### src/design/periodic_task_tick_scheduler_unit_defines.svh
// Assertion helpers for the periodic task tick scheduler.
`ifndef PERIODIC_TASK_TICK_SCHEDULER_UNIT_DEFINES_SVH
`define PERIODIC_TASK_TICK_SCHEDULER_UNIT_DEFINES_SVH

// Clocking and reset qualification shared by every check.
`define PTTS_PROP(prop) @(posedge clk) disable iff (rst) prop

// One concurrent check with a label and a message.
`define PTTS_ASSERT(label, prop, msg) \
  label: assert property (`PTTS_PROP(prop)) else $error(msg);

`endif

### src/design/ptts_pkg.sv
`default_nettype none

package ptts_pkg;

  localparam int TASK_SLOTS_DEF = 8;
  localparam int MAX_OUT = 8;
  localparam int DCW = $clog2(MAX_OUT + 1);

  localparam logic [15:0] TPS_RESET = 16'd1000;

  // A millisecond count becomes (ms * tps) / 1000. The division is done as
  // ((x >> 3) * ceil(2^36 / 125)) >> 36, exact for every 32-bit product.
  localparam int MS_PER_SEC = 1000;
  localparam int CONV_PRESHIFT = 3;
  localparam int CONV_SHIFT = 36;
  localparam logic [29:0] CONV_RECIP = 30'd549755814;

  typedef enum logic [2:0] {
    MODE_TICK,
    MODE_DISPATCH,
    MODE_ADD,
    MODE_ENABLE,
    MODE_DISABLE,
    MODE_SET_PERIOD
  } mode_t;

  typedef enum logic [1:0] {
    ERR_OK,
    ERR_FULL,
    ERR_VACANT,
    ERR_NO_TASK
  } err_t;

  typedef struct packed {
    mode_t       mode;
    logic        ok;
    logic [15:0] delay;
    logic [15:0] period;
  } cmd_t;

  typedef struct packed {
    logic           go;
    logic [DCW-1:0] n;
  } tok_t;

  typedef struct packed {
    logic ready;
    logic pend;
    logic fire;
  } cell_stat_t;

endpackage

`default_nettype wire

### src/design/periodic_task_tick_scheduler_unit.sv
// Every item runs the ms-to-tick conversion (S_MUL, S_DIV), a launch state, then a token
// that walks the row of TASK_SLOTS task cells, one cell per cycle unless the output stalls.
// A non-dispatch result is registered once the token leaves the last cell; dispatch
// results appear as the token passes each ready, enabled cell, or once at the end if
// none fires. A new item is accepted only in S_IDLE, after the previous run has ended.
// Reset (synchronous, active high) empties the table and sets the tick rate to 1000.
`default_nettype none
`include "periodic_task_tick_scheduler_unit_defines.svh"

module periodic_task_tick_scheduler_unit
  import ptts_pkg::*;
#(
  parameter int TASK_SLOTS = TASK_SLOTS_DEF
) (
  input  wire logic        clk,
  input  wire logic        rst,
  input  wire logic        cfg_wr_en,
  input  wire logic [15:0] cfg_wr_data,
  input  wire logic        in_valid,
  output logic             in_ready,
  input  wire logic [2:0]  mode,
  input  wire logic [2:0]  task_slot,
  input  wire logic [15:0] delay_ms,
  input  wire logic [15:0] period_ms,
  output logic             out_valid,
  input  wire logic        out_ready,
  output logic [1:0]       error_code,
  output logic             task_valid,
  output logic [2:0]       task_index,
  output logic [7:0]       ready_mask,
  output logic             last
);

  localparam int CW = $clog2(TASK_SLOTS + 1);
  localparam int CMPW = (CW > 3) ? CW : 3;
  localparam int MASKW = (TASK_SLOTS > 8) ? TASK_SLOTS : 8;
  localparam logic [CW-1:0] SLOTS_C = CW'(TASK_SLOTS);

  typedef enum logic [2:0] {
    S_IDLE,
    S_MUL,
    S_DIV,
    S_LAUNCH,
    S_RUN
  } state_t;

  state_t          state;
  logic [CW-1:0]   task_count;
  logic [15:0]     tps;
  cmd_t            cmd;
  logic [CW-1:0]   target;
  err_t            res_err;
  logic            res_valid;
  logic [2:0]      res_idx;

  logic [15:0]     d_ticks;
  logic [15:0]     p_ticks;

  tok_t            tok [TASK_SLOTS + 1];
  cell_stat_t      stat [TASK_SLOTS];
  logic [TASK_SLOTS-1:0] rdy_vec;
  logic [TASK_SLOTS-1:0] pend_vec;
  logic [TASK_SLOTS-1:0] fire_vec;
  logic [TASK_SLOTS-1:0] tok_go;
  logic [MASKW-1:0]      rdy_ext;

  logic            adv;
  logic            fire_any;
  logic            fire_last;
  logic [2:0]      fire_idx;
  logic [7:0]      run_mask;
  logic            run_end;
  logic            emit;

  err_t            acc_err;
  logic            acc_ok;
  logic            acc_valid;
  logic [2:0]      acc_idx;
  logic [CW-1:0]   acc_target;
  logic [CMPW-1:0] slot_w;
  logic [CMPW-1:0] cnt_w;

  assign in_ready = (state == S_IDLE);
  assign adv      = !out_valid || out_ready;

  ptts_conv u_conv_delay (
    .clk   (clk),
    .ms    (delay_ms),
    .tps   (tps),
    .ticks (d_ticks)
  );

  ptts_conv u_conv_period (
    .clk   (clk),
    .ms    (period_ms),
    .tps   (tps),
    .ticks (p_ticks)
  );

  assign tok[0].go = (state == S_LAUNCH);
  assign tok[0].n  = '0;

  for (genvar g = 0; g < TASK_SLOTS; g++) begin : g_cell
    ptts_cell #(
      .TASK_SLOTS (TASK_SLOTS),
      .IDX        (g)
    ) u_cell (
      .clk        (clk),
      .rst        (rst),
      .adv        (adv),
      .cmd        (cmd),
      .target     (target),
      .task_count (task_count),
      .tok_in     (tok[g]),
      .tok_out    (tok[g + 1]),
      .stat       (stat[g])
    );
  end

  always_comb begin
    for (int i = 0; i < TASK_SLOTS; i++) begin
      rdy_vec[i]  = stat[i].ready;
      pend_vec[i] = stat[i].pend;
      fire_vec[i] = stat[i].fire;
      tok_go[i]   = tok[i + 1].go;
    end
    fire_idx  = '0;
    fire_last = 1'b0;
    for (int i = 0; i < TASK_SLOTS; i++) begin
      if (fire_vec[i]) begin
        fire_idx = fire_idx | 3'(i);
        if ((tok[i].n == DCW'(MAX_OUT - 1)) || !(|(pend_vec >> (i + 1)))) begin
          fire_last = 1'b1;
        end
      end
    end
  end

  assign fire_any = |fire_vec;
  assign rdy_ext  = MASKW'(rdy_vec & ~fire_vec);
  assign run_mask = rdy_ext[7:0];
  assign run_end  = (state == S_RUN) && tok[TASK_SLOTS].go;
  assign emit     = adv && (fire_any || (run_end &&
                    !((cmd.mode == MODE_DISPATCH) && (tok[TASK_SLOTS].n != '0))));

  always_comb begin
    slot_w     = CMPW'(task_slot);
    cnt_w      = CMPW'(task_count);
    acc_err    = ERR_OK;
    acc_ok     = 1'b0;
    acc_valid  = 1'b0;
    acc_idx    = '0;
    acc_target = CW'(task_slot);
    unique case (mode_t'(mode))
      MODE_ADD: begin
        if (task_count >= SLOTS_C) begin
          acc_err = ERR_FULL;
        end else begin
          acc_ok     = 1'b1;
          acc_valid  = 1'b1;
          acc_idx    = 3'(task_count);
          acc_target = task_count;
        end
      end
      MODE_ENABLE, MODE_DISABLE, MODE_SET_PERIOD: begin
        if (task_count == '0) begin
          acc_err = ERR_VACANT;
        end else if (slot_w >= cnt_w) begin
          acc_err = ERR_NO_TASK;
        end else begin
          acc_ok = 1'b1;
        end
      end
      default: begin
      end
    endcase
  end

  always_ff @(posedge clk) begin
    if (rst) begin
      state      <= S_IDLE;
      task_count <= '0;
      tps        <= TPS_RESET;
      out_valid  <= 1'b0;
    end else begin
      if (cfg_wr_en) begin
        tps <= cfg_wr_data;
      end
      if (emit) begin
        out_valid  <= 1'b1;
        ready_mask <= run_mask;
        if (fire_any) begin
          error_code <= ERR_OK;
          task_valid <= 1'b1;
          task_index <= fire_idx;
          last       <= fire_last;
        end else begin
          error_code <= res_err;
          task_valid <= res_valid;
          task_index <= res_idx;
          last       <= 1'b1;
        end
      end else if (out_valid && out_ready) begin
        out_valid <= 1'b0;
      end
      unique case (state)
        S_IDLE: begin
          if (in_valid) begin
            cmd.mode  <= mode_t'(mode);
            cmd.ok    <= acc_ok;
            target    <= acc_target;
            res_err   <= acc_err;
            res_valid <= acc_valid;
            res_idx   <= acc_idx;
            state     <= S_MUL;
          end
        end
        S_MUL: begin
          state <= S_DIV;
        end
        S_DIV: begin
          cmd.delay  <= d_ticks;
          cmd.period <= (p_ticks == 16'd0) ? 16'd1 : p_ticks;
          state      <= S_LAUNCH;
        end
        S_LAUNCH: begin
          if (adv) begin
            state <= S_RUN;
          end
        end
        S_RUN: begin
          if (run_end && adv) begin
            if ((cmd.mode == MODE_ADD) && cmd.ok) begin
              task_count <= task_count + CW'(1);
            end
            state <= S_IDLE;
          end
        end
        default: begin
          state <= S_IDLE;
        end
      endcase
    end
  end

  `PTTS_ASSERT(a_single_token, $onehot0(tok_go), "More than one token in the cell row.")
  `PTTS_ASSERT(a_single_fire, $onehot0(fire_vec), "More than one cell dispatched at once.")
  `PTTS_ASSERT(a_token_in_run, (|tok_go) |-> (state == S_RUN), "Token outside a run.")
  `PTTS_ASSERT(a_count_max, task_count <= SLOTS_C, "Task count beyond the table size.")

endmodule

`default_nettype wire

### src/design/ptts_conv.sv
`default_nettype none

module ptts_conv
  import ptts_pkg::*;
(
  input  wire logic        clk,
  input  wire logic [15:0] ms,
  input  wire logic [15:0] tps,
  output logic      [15:0] ticks
);

  localparam int SCW = 32 - CONV_PRESHIFT + 30;

  logic [31:0]    prod;
  logic [SCW-1:0] scaled;

  assign scaled = SCW'(prod[31:CONV_PRESHIFT]) * SCW'(CONV_RECIP);

  always_ff @(posedge clk) begin
    prod  <= 32'(ms) * 32'(tps);
    ticks <= scaled[CONV_SHIFT +: 16];
  end

endmodule

`default_nettype wire

### src/design/ptts_cell.sv
`default_nettype none

module ptts_cell
  import ptts_pkg::*;
#(
  parameter int TASK_SLOTS = TASK_SLOTS_DEF,
  parameter int IDX = 0
) (
  input  wire logic                                 clk,
  input  wire logic                                 rst,
  input  wire logic                                 adv,
  input  wire cmd_t                                 cmd,
  input  wire logic [$clog2(TASK_SLOTS + 1) - 1:0]  target,
  input  wire logic [$clog2(TASK_SLOTS + 1) - 1:0]  task_count,
  input  wire tok_t                                 tok_in,
  output tok_t                                      tok_out,
  output cell_stat_t                                stat
);

  localparam int CW = $clog2(TASK_SLOTS + 1);
  localparam logic [CW-1:0] IDX_C = CW'(IDX);

  logic [15:0] delay_left;
  logic [15:0] countdown;
  logic [15:0] reload_period;
  logic        enabled;
  logic        ready;
  logic        used;
  logic        hit;
  logic        pend;
  logic        fire;

  assign used = (IDX_C < task_count);
  assign hit  = cmd.ok && (target == IDX_C);
  assign pend = used && ready && enabled;
  assign fire = tok_in.go && (cmd.mode == MODE_DISPATCH) && pend &&
                (tok_in.n < DCW'(MAX_OUT));

  assign stat.ready = ready;
  assign stat.pend  = pend;
  assign stat.fire  = fire;

  always_ff @(posedge clk) begin
    if (rst) begin
      tok_out.go <= 1'b0;
      enabled    <= 1'b0;
      ready      <= 1'b0;
    end else if (adv) begin
      tok_out.go <= tok_in.go;
      tok_out.n  <= tok_in.n + DCW'(fire);
      if (tok_in.go) begin
        unique case (cmd.mode)
          MODE_TICK: begin
            if (used) begin
              if (delay_left != 16'd0) begin
                delay_left <= delay_left - 16'd1;
              end else begin
                countdown <= countdown - 16'd1;
                if (countdown == 16'd1) begin
                  ready <= 1'b1;
                end
              end
            end
          end
          MODE_DISPATCH: begin
            if (fire) begin
              ready     <= 1'b0;
              countdown <= reload_period;
            end
          end
          MODE_ADD: begin
            if (hit) begin
              reload_period <= cmd.period;
              countdown     <= cmd.period;
              delay_left    <= cmd.delay;
              enabled       <= 1'b1;
              ready         <= 1'b0;
            end
          end
          MODE_ENABLE: begin
            if (hit) begin
              enabled <= 1'b1;
            end
          end
          MODE_DISABLE: begin
            if (hit) begin
              enabled <= 1'b0;
            end
          end
          MODE_SET_PERIOD: begin
            if (hit) begin
              reload_period <= cmd.period;
            end
          end
          default: begin
          end
        endcase
      end
    end
  end

endmodule

`default_nettype wire

### config.mk
export PLATFORM = sky130hd
export DESIGN_NAME = periodic_task_tick_scheduler_unit
export DESIGN_NICKNAME = d
export VERILOG_FILES = /design/src/design/ptts_pkg.sv /design/src/design/periodic_task_tick_scheduler_unit.sv /design/src/design/ptts_conv.sv /design/src/design/ptts_cell.sv
export VERILOG_INCLUDE_DIRS = /design/src /design/src/design
export SDC_FILE = /design/constraint.sdc
export NUM_CORES = 2
export LEC_CHECK = 0
export ABC_AREA = 0
export BUFFER_PORTS_ARGS = -buffer_cell sky130_fd_sc_hd__buf_2
export CAP_MARGIN = 20
export CORE_MARGIN = 8
export CORE_UTILIZATION = 55
export CTS_CLUSTER_DIAMETER = 200
export DETAILED_ROUTE_END_ITERATION = 8
export PLACE_DENSITY = 0.82
export SYNTH_ARGS = -nofsm -noshare
export SYNTH_HDL_FRONTEND = slang
export SYNTH_SLANG_ARGS = --single-unit
export TNS_END_PERCENT = 100
### constraint.sdc
create_clock -name clk -period 19.1 [get_ports clk]
set_clock_uncertainty 0.15 [all_clocks]
set_input_delay 0.955 -clock clk [delete_from_list [all_inputs] [get_ports clk]]
set_output_delay 0.955 -clock clk [all_outputs]
set_load 0.01 [all_outputs]
==> impl_results.md <==
* Status: finished, final reports clean
* Antenna viol nets, final at 0
* Least-Margin Pin Slew at 1.11 ns
* Global route total overflow at 0
* WL per Instance at 19.4 um
* Proportion of layout cells with a drive suffix above 1 at 0.0445
* Cell mode on critical path: fa_1
* Initial antenna violation count at 0
* Synth cell types at 90
* Area contributors post-synth: fa_1 (27%), edfxtp_1 (21%), ha_1 (17%)
* Synth Cell Area at 67600 sq um
* Startpoint types: register
* Final setup fails at 0
* Area delta synth->final at 6.48%
* CTS tree: yes
* Yosys warns at 0
* RSZ-0062 raised after global routing: false
* Initial core utilization at 0.555
* Mapped Avg Cell Area at 10.2 sq um
* Fin nets at 8518
* Top_reg_cell synth: edfxtp_1
* Crit path buf inv count at 4
* GR met3 Demand/Resource at 0.0345
* Slowest stage delay, CP at 0.74 ns
* CTS Buf Count at 61
* Final Cycle Share at 0.402
* Maxcap violations at 0
* FP Rows at 128
* Root Buffer: clkbuf_16
* IO Pins at 76
* Total iterations of the first detailed-routing run at 6
* EDFF count, synth at 471
* H-tree Lvls at 2
* Cells after Synth at 6613
* Clock sinks at 609
* Clock Latency Late Sink at 0.70 ns
* Fmax at 130 MHz
* GR met2 Demand/Resource at 0.407
* Global-route wire length before repair at 261000 um
* Max_slew headroom at 0.258
* Top cell type's share of synthesized area at 0.271
* GRT busiest layer: met2
* FFs w/ async S/R, synth at 0
* FF+latch count, synth at 609
* Count of input and output buffers at 75
* Die area at 134000 sq um
* Crit. End Element: register
* Met1 Usage GRT at 0.309
* Critical-path maximum fanout at 10
* Die height at 367 um
* Vias in the first global route at 50.7k
* Slowest cell on the critical path: dfxtp_1
* Largest net degree at the start of global routing at 85
* Final Max Slew Viols at 0
* DR iter-0 viols at 3771
* CP delay by family, top: adder cells
* Hold_buf cts at 0
* Final hold vios at 0
* Die X at 367 um
* Via density at 5.68
* Area of the core at 122000 sq um
* WL final at 161000 um
* Clk slew on worst S/H paths at 0.07 ns
* Setup TNS at 0 ns
* Placer Congestion at 0.928
* Post-CTS setup buffers at 0
* Vias at 47.1k
* Ant. Diodes at 0
* # resized after CTS at 0
* Critical Path AT at 8.06 ns
* Worst hold path class: reg2reg
* Cell with the most instances after synthesis: inv_1
* Critical Path RT at 19.48 ns
* GRT Resource Usage Total at 0.238
* DRC at 0
* Sequential-to-total area share from yosys stat at 0.250
* Synth cell count leaders: inv_1 (1507), ha_1 (922), fa_1 (914)
* Clock buffer depth at 3
* Biggest area consumer among synthesized cells: fa_1
* Critical path class: reg2reg
* DP HPWL at 126000 um
* Net Count, Synth at 8508
* Final min period at 7.68 ns
* Worst path cell trace: ha_1, fa_1, fa_1, inv_1, fa_1, inv_1, fa_1, fa_1, fa_1, inv_1, fa_1, inv_1, ha_1, nand4_1, nor3_2, and3_1, nand4_1, a31oi_2, a21o_1, a31o_1, a311oi_2, o21ba_1, xnor2_1
-- flip-flops by register name, summed over array words and instances (netlist names), 29 cells and up --
| signal | count |
|---|---|
| cmd | 36 |
| g_cell.u_cell.countdown | 128 |
| g_cell.u_cell.delay_left | 128 |
| g_cell.u_cell.reload_period | 128 |
| g_cell.u_cell.tok_out | 34 |
| u_conv_delay.prod | 29 |
| u_conv_period.prod | 29 |
-- final cells by class --
type                    count  area [sq um]
inverters                1507          5660
multi-input cells        4314         44400
flip-flops and latches    609         16900
repair buffers            130           820
fillers                  9531         49900
clock buffers              70          1600
clock inverters            45           543
well taps                1625          2030
-- layer usage --
layer / wire length, um / vias up / share of wire
li1: - / 21295 / -
met1: 64700 / 23467 / 0.40
met2: 78300 / 1963 / 0.49
met3: 12300 / 383 / 0.076
met4: 5860 / 0 / 0.036
met5: 0 / - / 0
-- cells by family after synthesis --
family,synth area share
adders and majority gates,0.441
xor gates and xnor gates,0.0411
and+or+nand+nor,0.0970
muxes,0.00226
other,0.0000555
DFF,0.250
buffers and inverters,0.0944
AOI/OAI and AO/OA,0.0737
-- placed cells by master, fill, tap and decap left out, types with 7 or more instances in the layout --
cell type / n
a211o_1: 21
a211oi_1: 11
a21o_1: 71
a21oi_1: 384
a31oi_1: 21
a41oi_1: 12
and2_1: 238
and3_1: 35
buf_2: 75
buf_4: 51
bufinv_16: 11
clkbuf_16: 62
clkinv_1: 14
clkinv_2: 12
dfxtp_1: 138
edfxtp_1: 471
fa_1: 914
ha_1: 922
inv_1: 1507
mux2i_1: 13
nand2_1: 419
nand2b_1: 23
nand3_1: 56
nand3b_1: 7
nand4_1: 26
nor2_1: 188
nor2b_1: 36
nor3_1: 91
nor4_1: 47
o211ai_1: 8
o21a_1: 7
o21ai_0: 217
o21bai_1: 21
o31ai_1: 14
or2_2: 12
or3_1: 29
or4_1: 25
xnor2_1: 225
xor2_1: 92
-- worst paths after layout --
check / startpoint / endpoint / slack [ns] / cells after the start
setup / recovery: u_conv_delay.prod[20] / u_conv_delay.ticks[15] / 11.42 / 23
hold / removal: u_conv_delay.ticks[8] / cmd[24] / 0.25 / 0
setup reg to reg: u_conv_delay.prod[20] / u_conv_delay.ticks[15] / 11.42 / 23
hold reg to reg: u_conv_delay.ticks[8] / cmd[24] / 0.25 / 0
-- worst reg2reg max path, stage by stage (launching register included) --
cell and delay [ns]:
dfxtp_1 0.74, ha_1 0.37, fa_1 0.42, fa_1 0.50, inv_1 0.05, fa_1 0.49
inv_1 0.06, fa_1 0.49, fa_1 0.50, fa_1 0.48, inv_1 0.05, fa_1 0.48
inv_1 0.04, ha_1 0.34, nand4_1 0.28, nor3_2 0.36, and3_1 0.23, nand4_1 0.12
a31oi_2 0.37, a21o_1 0.22, a31o_1 0.27, a311oi_2 0.17, o21ba_1 0.22, xnor2_1 0.13
-- stage by stage --
| step | setup WS [ns] | util | hold WS (ns) | instance area (sq um) | std cells |
|---|---|---|---|---|---|
| after floorplan | 12.22 | - | 0.236 | 67600 | 6613 |
| after global placement | 11.61 | 0.572 | 0.236 | 69800 | 8181 |
| after detailed placement | 11.42 | 0.573 | 0.239 | 69800 | 8183 |
| after CTS | 11.49 | 0.590 | 0.251 | 72000 | 8298 |
| after global routing | 11.10 | 0.591 | 0.257 | 72000 | 8300 |
| final | 11.42 | 0.591 | 0.253 | 72000 | 8300 |
Power is not shown: default switching activity piles up to over one toggle a cycle in this logic, so the estimate is an artifact.
